--- src/hw/rtl/lpsc_pkg.sv ---
`default_nettype none

package lpsc_pkg;

  // Default geometry of the cache.
  localparam int SLOT_COUNT_DEF       = 6;
  localparam int PAGE_WORDS_DEF       = 256;
  localparam int PAGE_NUMBER_BITS_DEF = 16;

  // Fixed field widths of the stream interfaces.
  localparam int CMD_W     = 2;
  localparam int INDEX_W   = 24;
  localparam int SLOT_W    = 3;
  localparam int OFFSET_W  = 8;
  localparam int PAGE_W    = 16;
  localparam int STAMP_W   = 64;
  localparam int M_TDATA_W = 48;

  // Command codes carried on s_tuser.
  localparam logic [CMD_W-1:0] CMD_ACCESS = 2'd0;
  localparam logic [CMD_W-1:0] CMD_DIRTY  = 2'd1;
  localparam logic [CMD_W-1:0] CMD_FLUSH  = 2'd2;

  // One result, declared from the highest bits down so that the slot
  // lands in the lowest bits of m_tdata.
  typedef struct packed {
    logic [1:0]          pad;
    logic [PAGE_W-1:0]   fill_page;
    logic                fill_valid;
    logic [PAGE_W-1:0]   writeback_page;
    logic                writeback_valid;
    logic                hit;
    logic [OFFSET_W-1:0] word_offset;
    logic [SLOT_W-1:0]   slot;
  } result_t;

endpackage

`default_nettype wire

--- src/hw/rtl/lru_page_slot_controller.sv ---
`default_nettype none

// Tag, dirty and LRU controller for a fully associative write-back page cache.
// Each input transaction carries a command on s_tuser (access, mark dirty,
// flush) and an element index on s_tdata. The index is split into a page
// number and a word offset by a multiplication with the rounded-up reciprocal
// of the page size. The quotient is registered in a divide state, and the
// offset is the index minus the page base. A single comparator then walks
// the slots one per cycle. It looks for the page and tracks the least
// recently stamped slot at the same time. A commit state then applies the
// state update and loads the result, waiting until the output register is
// free. A flush walks the slots with the same pointer and produces one
// result per slot, each as the output register frees. An unknown command is
// accepted and dropped with no result, and the block is ready again on the
// next cycle. A finished result sits in an output register, so a new
// transaction can be accepted while the previous result still waits for
// m_tready. There is no clearing pass after reset. The valid, dirty and
// stamp state resets at once, and page tags are only read behind a
// valid flag.
module lru_page_slot_controller #(
  parameter int SLOT_COUNT       = lpsc_pkg::SLOT_COUNT_DEF,
  parameter int PAGE_WORDS       = lpsc_pkg::PAGE_WORDS_DEF,
  parameter int PAGE_NUMBER_BITS = lpsc_pkg::PAGE_NUMBER_BITS_DEF
) (
  input  wire logic                           clk,
  input  wire logic                           rst,
  // Request stream.
  input  wire logic                           s_tvalid,
  output logic                                s_tready,
  input  wire logic [lpsc_pkg::INDEX_W-1:0]   s_tdata,   // item_index[23:0]
  input  wire logic [lpsc_pkg::CMD_W-1:0]     s_tuser,   // cmd[1:0]
  // Result stream.
  output logic                                m_tvalid,
  input  wire logic                           m_tready,
  // slot[2:0], word_offset[10:3], hit[11], writeback_valid[12],
  // writeback_page[28:13], fill_valid[29], fill_page[45:30], zero[47:46]
  output logic [lpsc_pkg::M_TDATA_W-1:0]      m_tdata,
  output logic                                m_tlast
);

  import lpsc_pkg::*;

  localparam int SLOT_IDX_W  = $clog2(SLOT_COUNT);
  // A reciprocal rounded up with this many fraction bits gives the exact
  // quotient for every index of INDEX_W bits.
  localparam int PAGE_SHIFT  = $clog2(PAGE_WORDS);
  localparam int RECIP_SHIFT = INDEX_W + PAGE_SHIFT;
  localparam int PROD_W      = 2 * INDEX_W + 1;
  localparam longint unsigned RECIP =
    ((64'd1 << RECIP_SHIFT) + 64'(PAGE_WORDS) - 64'd1) / 64'(PAGE_WORDS);

  // Sequencer states.
  localparam logic [2:0] S_IDLE   = 3'd0;
  localparam logic [2:0] S_DIV    = 3'd1;
  localparam logic [2:0] S_SCAN   = 3'd2;
  localparam logic [2:0] S_COMMIT = 3'd3;
  localparam logic [2:0] S_FLUSH  = 3'd4;

  // Cache state.
  logic [SLOT_COUNT-1:0]       slot_valid;
  logic [SLOT_COUNT-1:0]       slot_dirty;
  logic [PAGE_NUMBER_BITS-1:0] slot_page [SLOT_COUNT];
  logic [STAMP_W-1:0]          slot_stamp [SLOT_COUNT];
  logic [STAMP_W-1:0]          stamp_counter;

  // Sequencer and working registers.
  logic [2:0]            state;
  logic [CMD_W-1:0]      cmd;
  logic [INDEX_W-1:0]    idx;
  logic [INDEX_W-1:0]    quo;
  logic [SLOT_IDX_W-1:0] ptr;
  logic                  found;
  logic [SLOT_IDX_W-1:0] hit_slot;
  logic [SLOT_IDX_W-1:0] best_slot;
  logic [STAMP_W-1:0]    best_stamp;

  // Output register.
  result_t res;
  logic    res_last;
  logic    out_valid;

  assign s_tready = (state == S_IDLE);
  assign m_tvalid = out_valid;
  assign m_tdata  = res;
  assign m_tlast  = res_last;

  logic out_free;
  assign out_free = !out_valid || m_tready;

  // Page split: quotient by reciprocal multiplication, offset by subtraction.
  logic [PROD_W-1:0]  recip_prod;
  logic [INDEX_W-1:0] page_base;
  logic [INDEX_W-1:0] rem;
  assign recip_prod = PROD_W'(idx) * PROD_W'(RECIP);
  assign page_base  = quo * INDEX_W'(PAGE_WORDS);
  assign rem        = idx - page_base;

  logic [PAGE_NUMBER_BITS-1:0] tgt_page;
  logic [OFFSET_W-1:0]         tgt_offset;
  assign tgt_page   = PAGE_NUMBER_BITS'(quo);
  assign tgt_offset = OFFSET_W'(rem);

  // Shared slot comparator: page match and stamp minimum at the pointer.
  logic                  scan_match;
  logic                  scan_better;
  logic                  found_next;
  logic [SLOT_IDX_W-1:0] hit_slot_next;
  logic [SLOT_IDX_W-1:0] best_slot_next;
  logic [STAMP_W-1:0]    best_stamp_next;
  logic                  ptr_at_end;

  always_comb begin
    scan_match      = slot_valid[ptr] && (slot_page[ptr] == tgt_page);
    scan_better     = (ptr == '0) || (slot_stamp[ptr] < best_stamp);
    found_next      = found || scan_match;
    hit_slot_next   = (!found && scan_match) ? ptr : hit_slot;
    best_slot_next  = scan_better ? ptr : best_slot;
    best_stamp_next = scan_better ? slot_stamp[ptr] : best_stamp;
  end

  assign ptr_at_end = (ptr == SLOT_IDX_W'(SLOT_COUNT - 1));

  // Slot contents at the pointer, used by commit and flush.
  logic rd_wb;
  assign rd_wb = slot_valid[ptr] && slot_dirty[ptr];

  logic commit_go;
  logic flush_go;
  logic page_we;
  assign commit_go = (state == S_COMMIT) && out_free;
  assign flush_go  = (state == S_FLUSH) && out_free;
  assign page_we   = commit_go && (cmd == CMD_ACCESS) && !found;

  // Result assembled for the current commit or flush step.
  result_t res_next;
  always_comb begin
    res_next = '0;
    if (state == S_FLUSH) begin
      res_next.slot            = SLOT_W'(ptr);
      res_next.writeback_valid = rd_wb;
      res_next.writeback_page  = rd_wb ? PAGE_W'(slot_page[ptr]) : '0;
    end else begin
      res_next.word_offset = tgt_offset;
      if (found) begin
        res_next.slot = SLOT_W'(ptr);
        res_next.hit  = 1'b1;
      end else if (cmd == CMD_ACCESS) begin
        // Miss: report the victim, its write-back if dirty, and the fill.
        res_next.slot            = SLOT_W'(ptr);
        res_next.writeback_valid = rd_wb;
        res_next.writeback_page  = rd_wb ? PAGE_W'(slot_page[ptr]) : '0;
        res_next.fill_valid      = 1'b1;
        res_next.fill_page       = PAGE_W'(tgt_page);
      end
    end
  end

  always_ff @(posedge clk) begin
    if (rst) begin
      state         <= S_IDLE;
      out_valid     <= 1'b0;
      slot_valid    <= '0;
      slot_dirty    <= '0;
      stamp_counter <= STAMP_W'(1);
      ptr           <= '0;
      found         <= 1'b0;
      for (int i = 0; i < SLOT_COUNT; i++) begin
        slot_stamp[i] <= '0;
      end
    end else begin
      // A new result loads in the same cycle the old one leaves.
      if (commit_go || flush_go) begin
        out_valid <= 1'b1;
      end else if (m_tready) begin
        out_valid <= 1'b0;
      end
      case (state)
        S_IDLE: begin
          if (s_tvalid) begin
            cmd   <= s_tuser;
            idx   <= s_tdata;
            ptr   <= '0;
            found <= 1'b0;
            if (s_tuser == CMD_FLUSH) begin
              state <= S_FLUSH;
            end else if (s_tuser == CMD_ACCESS || s_tuser == CMD_DIRTY) begin
              state <= S_DIV;
            end
          end
        end
        S_DIV: begin
          quo   <= INDEX_W'(recip_prod >> RECIP_SHIFT);
          state <= S_SCAN;
        end
        S_SCAN: begin
          found      <= found_next;
          hit_slot   <= hit_slot_next;
          best_slot  <= best_slot_next;
          best_stamp <= best_stamp_next;
          if (ptr_at_end) begin
            // Park the pointer on the slot the commit will touch.
            if (found_next) begin
              ptr <= hit_slot_next;
            end else if (cmd == CMD_ACCESS) begin
              ptr <= best_slot_next;
            end else begin
              ptr <= '0;
            end
            state <= S_COMMIT;
          end else begin
            ptr <= ptr + 1'b1;
          end
        end
        S_COMMIT: begin
          if (out_free) begin
            res      <= res_next;
            res_last <= 1'b1;
            state    <= S_IDLE;
            if (cmd == CMD_ACCESS) begin
              slot_stamp[ptr] <= stamp_counter;
              stamp_counter   <= stamp_counter + 1'b1;
              if (!found) begin
                slot_valid[ptr] <= 1'b1;
                slot_dirty[ptr] <= 1'b0;
              end
            end else if (found) begin
              slot_dirty[ptr] <= 1'b1;
            end
          end
        end
        S_FLUSH: begin
          if (out_free) begin
            res             <= res_next;
            res_last        <= ptr_at_end;
            slot_dirty[ptr] <= 1'b0;
            if (ptr_at_end) begin
              state <= S_IDLE;
            end else begin
              ptr <= ptr + 1'b1;
            end
          end
        end
        default: begin
          state <= S_IDLE;
        end
      endcase
    end
  end

  // Page tags carry no reset; they are only read behind a valid flag.
  always_ff @(posedge clk) begin
    if (page_we) begin
      slot_page[ptr] <= tgt_page;
    end
  end

  // The slot pointer never leaves the slot range.
  a_ptr_range: assert property (@(posedge clk) disable iff (rst)
    ptr <= SLOT_IDX_W'(SLOT_COUNT - 1))
    else $error("slot pointer out of range");

  // A hit never asks for a write-back or a fill.
  a_hit_clean: assert property (@(posedge clk) disable iff (rst)
    m_tvalid && res.hit |-> !res.writeback_valid && !res.fill_valid)
    else $error("hit result carries write-back or fill");

  // A flush starts its walk at slot zero.
  a_flush_start: assert property (@(posedge clk) disable iff (rst)
    s_tvalid && s_tready && (s_tuser == CMD_FLUSH) |=> (state == S_FLUSH) && (ptr == '0))
    else $error("flush did not start at slot zero");

  // Resident slots are never dropped once filled.
  a_valid_grow: assert property (@(posedge clk) disable iff (rst)
    !rst |=> $countones(slot_valid) >= $past($countones(slot_valid)))
    else $error("valid slot count decreased");

endmodule

`default_nettype wire
--- config.mk ---
export PLATFORM = sky130hd
export DESIGN_NAME = lru_page_slot_controller
export DESIGN_NICKNAME = d
export VERILOG_FILES = /design/src/hw/rtl/lpsc_pkg.sv /design/src/hw/rtl/lru_page_slot_controller.sv
export SDC_FILE = /design/constraint.sdc
export NUM_CORES = 1
export LEC_CHECK = 0
export BUFFER_PORTS_ARGS = -buffer_cell sky130_fd_sc_hd__clkbuf_2
export CORE_MARGIN = 1.5
export CORE_UTILIZATION = 53
export DETAILED_ROUTE_END_ITERATION = 8
export PLACE_DENSITY = 0.69
export SLEW_MARGIN = 30
export SYNTH_ARGS = -nofsm -noshare
export SYNTH_HDL_FRONTEND = slang
export SYNTH_SLANG_ARGS = --single-unit
--- constraint.sdc ---
create_clock -name clk -period 10.05 [get_ports clk]
set_input_delay 0 -clock clk [delete_from_list [all_inputs] [get_ports clk]]
set_output_delay 0 -clock clk [all_outputs]
set_load 0.005 [all_outputs]
-- Word level (Yosys, flattened, before mapping)
Memory sizes are Yosys's and may differ from the RTL's. A register that Yosys moved wholly into a read port is not among the register bits.
Cells that the tools add are included.
- register bits after elaboration: 243
- memories: 2
- bits in writable memories: 480
- memory list (name ; words ; bits a word ; rd ports ; clocked after memory_dff ; write ports ; RTL line ; source):
    slot_stamp ; 6 ; 64 ; 1 ; 1 ; 6 ; lru_page_slot_controller.sv:63 ; logic [STAMP_W-1:0] slot_stamp [SLOT_COUNT];
    slot_page ; 6 ; 16 ; 1 ; 1 ; 1 ; lru_page_slot_controller.sv:62 ; logic [PAGE_NUMBER_BITS-1:0] slot_page [SLOT_COUNT];
- eq/ne operators: 17
- $add $sub $neg: 3
- bitwise logic cells: 7
- $lt $le $gt $ge: 3
- muxes and demuxes: 60
- reductions and logical operators: 39
- operators by type and width (kind ; count):
    3-bit 2-to-1 mux ; 23
    64-bit by 1-bit adder with 64-bit output, second input constant ; 1
    64-bit < comparator ; 1
    64-bit 2-to-1 mux ; 1
    64-bit OR reduction ; 1
    17-bit 2-to-1 mux ; 2
    6-bit 2-to-1 mux ; 5
    1-bit 2-to-1 mux ; 19
    18-bit 2-to-1 mux ; 1
    16-bit == test ; 1
    16-bit 2-to-1 mux ; 1
    3-bit case mux with 5 select lines ; 1
    2-bit inequality test, second input constant ; 6
    6-bit OR ; 2
    6-bit case mux with 2 select lines ; 1
    3-bit AND reduction ; 4
    4-bit AND reduction ; 3
    3-bit case mux with 3 select lines ; 1
    1-bit logical AND ; 8
    8-bit by 1-bit subtractor with 8-bit output, second input constant ; 1
    6-bit AND ; 1
    1-bit binary-select mux with 3-bit select ; 2
    3-bit by 2-bit == test with 1-bit output, second input constant ; 2
    3-bit == test, second input constant ; 2
    24 further kinds ; 39

-- Longest topological paths before layout
- depth after elaboration: 10
- mapped depth: 18
- mapped depth without buffers: 12

-- Worst setup path before layout
OpenSTA, ideal clock, no wires.
- kind: register to register
- start point: reg (tool-made name)
- end point: reg best_stamp[0], read port of slot_stamp, enable pin
- buffers on the path: 6
- cell stages (with the launch flop): 18
- required time: 9.557 ns
- slack: 3.050 ns
- period minus slack after synthesis: 7.000 ns
- arrival: 6.507 ns
- path through: dfxtp_1 -> buf_2 -> buf_6 -> buf_6 -> buf_4 -> clkbuf_1 -> buf_2 -> mux4_2 -> nand2_1 -> nand2_1 -> ha_1 -> a2111oi_0 -> o21ai_0 -> a221oi_1 -> o21ai_0 -> a21oi_1 -> a22oi_1 -> nor2b_1
- RTL lines (what ; RTL line ; source):
    end: declaration ; lru_page_slot_controller.sv:75 ; logic [STAMP_W-1:0] best_stamp;

==> flow_summary.json <==
{
  "path_clk_slew_ns": 0.06,
  "htreeDepth": 3,
  "place_hpwl_um": 45000,
  "drt_wl_total_um": 81500,
  "drv_slew": 0,
  "crit_arrival_ns": 6.14,
  "ys_warn_count": 0,
  "synth_compound_area_share_pct": 2.50,
  "syn_area_um2": 36000,
  "final_nets": 2755,
  "crit_path_end_kind": "flip-flop",
  "grt_setup_unrepaired": "no",
  "final_hold_viol_count": 0,
  "criticalPathCategory": "flip-flop to flip-flop",
  "initial_utilization_pct": 53.6,
  "num_antenna_cells": 0,
  "drtIter0Drc": 1946,
  "r2r_setup_slack_ns": 4.40,
  "ctsResizeCount": 0,
  "synthArstFlopShare_pct": 0,
  "chipHeight_um": 264,
  "layout_commonest_cell": "edfxtp_1",
  "clockRootBuffer": "clkbuf_16",
  "synth_xor_area_share_pct": 1.85,
  "yosysSeqAreaShare_pct": 68.7,
  "multi_input_area_um2": 10400,
  "fill_cells": 4977,
  "core_um2": 67300,
  "ys_ff_latch": 854,
  "total_power_mw": 8.56,
  "fin_area_um2": 40700,
  "port_buffers": 78,
  "antenna_left": 0,
  "cts_tree": "yes",
  "finalCritPeriodShare_pct": 56.2,
  "row_count": 95,
  "synth_ff_type": "edfxtp_1",
  "drv_cap": 0,
  "drtPass1Iterations": 5,
  "setup_viol_count_final": 0,
  "cts.sinks": 854,
  "regArea_um2": 24800,
  "grt_start_max_net_pins": 101,
  "r2r_cells": 12,
  "synth_top_family_by_area": "simple AND/OR/NAND/NOR gates",
  "worstSetupStartpointType": "flip-flop",
  "ys_types": 71,
  "hp-class": "primary input to flip-flop",
  "dieArea_um2": 69600,
  "synth_area_per_cell_um2": 14.1,
  "whs_ns": 0.0797,
  "ir_drop_v": 0.000129,
  "drc": 0,
  "placed_area_um2": 37500,
  "power.leakage_nw": 14.8,
  "avgViaCountPerCell": 5.78,
  "final_cell_mix": "767 x edfxtp_1, 427 x nor2_1, 331 x nand2_1",
  "netlist_instances": 2550,
  "grt_pass1_wl_um": 127000,
  "finClkSkew_ns": 0.0256,
  "relSlewSlack_pct": 33.1,
  "holdCritStartpoint": "s_tdata[19]",
  "io_pins": 81,
  "tns_ns": 0,
  "cts_made_buffers": 85,
  "synth_mux_area_share_pct": 10.2,
  "clock_latency_ns": 0.63,
  "cts_max_path_buffers": 3,
  "max_clock_freq_ghz": 0.177,
  "drive_gt1_share_pct": 16.2,
  "grtUsageTotal_pct": 23.9,
  "antenna_found_initial": 1,
  "path_max_fanout": 100,
  "worst_pin_slew_ns": 0.994,
  "critPathRequiredTime_ns": 10.54,
  "cts_setup_buffers": 0,
  "dr_total_vias": 20800,
  "die_w_um": 264,
  "synth-simple-area-share_pct": 11.4,
  "powerDensity_nw_per_um2": 210,
  "whs_endpoint": "idx[19]$_DFFE_PP_",
  "wl_per_cell_um": 22.6,
  "grt_pass1_vias": 22000,
  "outcome": "finished clean",
  "place.gp.congestion": 0.781,
  "hold_depth": 2,
  "finalCriticalPeriod_ns": 5.65,
  "grt-ovfl-total": 0,
  "synth_edf_count": 767,
  "syn2layout_area_growth_pct": 12.9,
  "synthAdderAreaFrac_pct": 2.33
}
## cell type report
class                   count  share of cell area [%]
repair buffers            145                    2.53
clock buffers             111                    5.74
multi-input cells        1427                    25.5
inverters                 145                    1.34
clock inverters            48                    1.36
well taps                 873                    2.68
flip-flops and latches    854                    60.9
## sequential cells by signal, summed over array words and instances (netlist names), 2 cells and up, named ones only
name           cells
slot_stamp       512
slot_page         96
best_stamp        64
stamp_counter     64
m_tdata           46
idx               24
quo               16
slot_valid         6
best_slot          3
hit_slot           3
ptr                3
state              3
cmd                2
## through the flow
step / worst slack (ns) / instances / utilization, %
3_5_place_dp: 4.25 / 3414 / 55.7
6_report: 4.40 / 3603 / 60.5
5_1_grt: 4.12 / 3603 / 60.5
3_3_place_gp: 4.24 / 3413 / 55.7
4_1_cts: 4.25 / 3603 / 60.5
2_1_floorplan: 3.05 / 2551 / -
## Yosys cell counts, types with 9 or more instances
cell type | number | area (um2)
inv_1 | 143 | 537
nor2b_1 | 17 | 106
o21ai_0 | 24 | 120
and3_1 | 14 | 87.6
and2_1 | 30 | 188
buf_1 | 10 | 37.5
a21oi_1 | 43 | 215
mux2i_1 | 23 | 230
and4_1 | 14 | 123
nand3_1 | 34 | 170
xor2_1 | 51 | 447
ha_1 | 67 | 838
a211oi_1 | 9 | 67.6
dfxtp_1 | 87 | 1740
nor3_1 | 30 | 150
a21o_1 | 11 | 82.6
nand4_1 | 20 | 125
xnor2_1 | 25 | 219
mux2_2 | 10 | 113
nor2_1 | 430 | 1610
edfxtp_1 | 767 | 23000
clkbuf_1 | 89 | 334
mux2_1 | 10 | 113
buf_2 | 18 | 90.1
nand2_1 | 334 | 1250
mux4_2 | 142 | 3200
## cell families after synthesis
| group | after synthesis |
|---|---|
| AOI/OAI and AO/OA | 136 |
| xor gates and xnor gates | 76 |
| adders and majority gates | 67 |
| buffers and inverters | 270 |
| DFF | 854 |
| muxes | 186 |
| other | 1 |
| and+or+nand+nor | 960 |
## routing by layer
layer	up-vias	wire (um)	track usage (%)
met2	719	41200	40.8
met3	139	5350	3.81
met5	-	0	0
met4	0	1780	6.93
li1	9433	-	-
met1	10500	33200	32.0
## worst max path at each step
stage | startpoint | to | slack (ns) | cells after the start
detailed placement | flip-flop | best_stamp[14]$_DFFE_PP_ | 4.25 | 13
finish | flip-flop | flip-flop | 4.40 | 12
global route | flip-flop | flip-flop | 4.12 | 13
global placement | flip-flop | best_stamp[8]$_DFFE_PP_ | 4.24 | 13
CTS | flip-flop | best_stamp[8]$_DFFE_PP_ | 4.25 | 13
floorplan | flip-flop | best_stamp[0]$_DFFE_PP_ | 3.05 | 17
## where the power goes
group	total (mW)	internal (mW)	switching, mW
Sequential	4.05	3.97	0.0808
Clock	3.27	1.95	1.32
Combinational	1.23	0.537	0.698
Total	8.56	6.46	2.09
## worst max-delay path, cell delays in order, from the launching register on
cell	delay, ns
dfxtp_4	1.00
buf_12	0.60
mux4_2	0.41
nand2_1	0.08
nand2_1	0.09
ha_1	0.31
and4_1	0.22
nand2_1	0.15
nor4_1	0.84
o2111ai_2	0.47
a22oi_1	0.51
mux2_1	0.40
a221o_1	0.34
## what timing repair did
action | CTS | global route
endpoints found under the hold margin | 89 | 0
hold buffers | 30 | 0
endpoints found under the setup margin | 0 | 0
No activity file was read; power rests on OpenSTA's default activity.
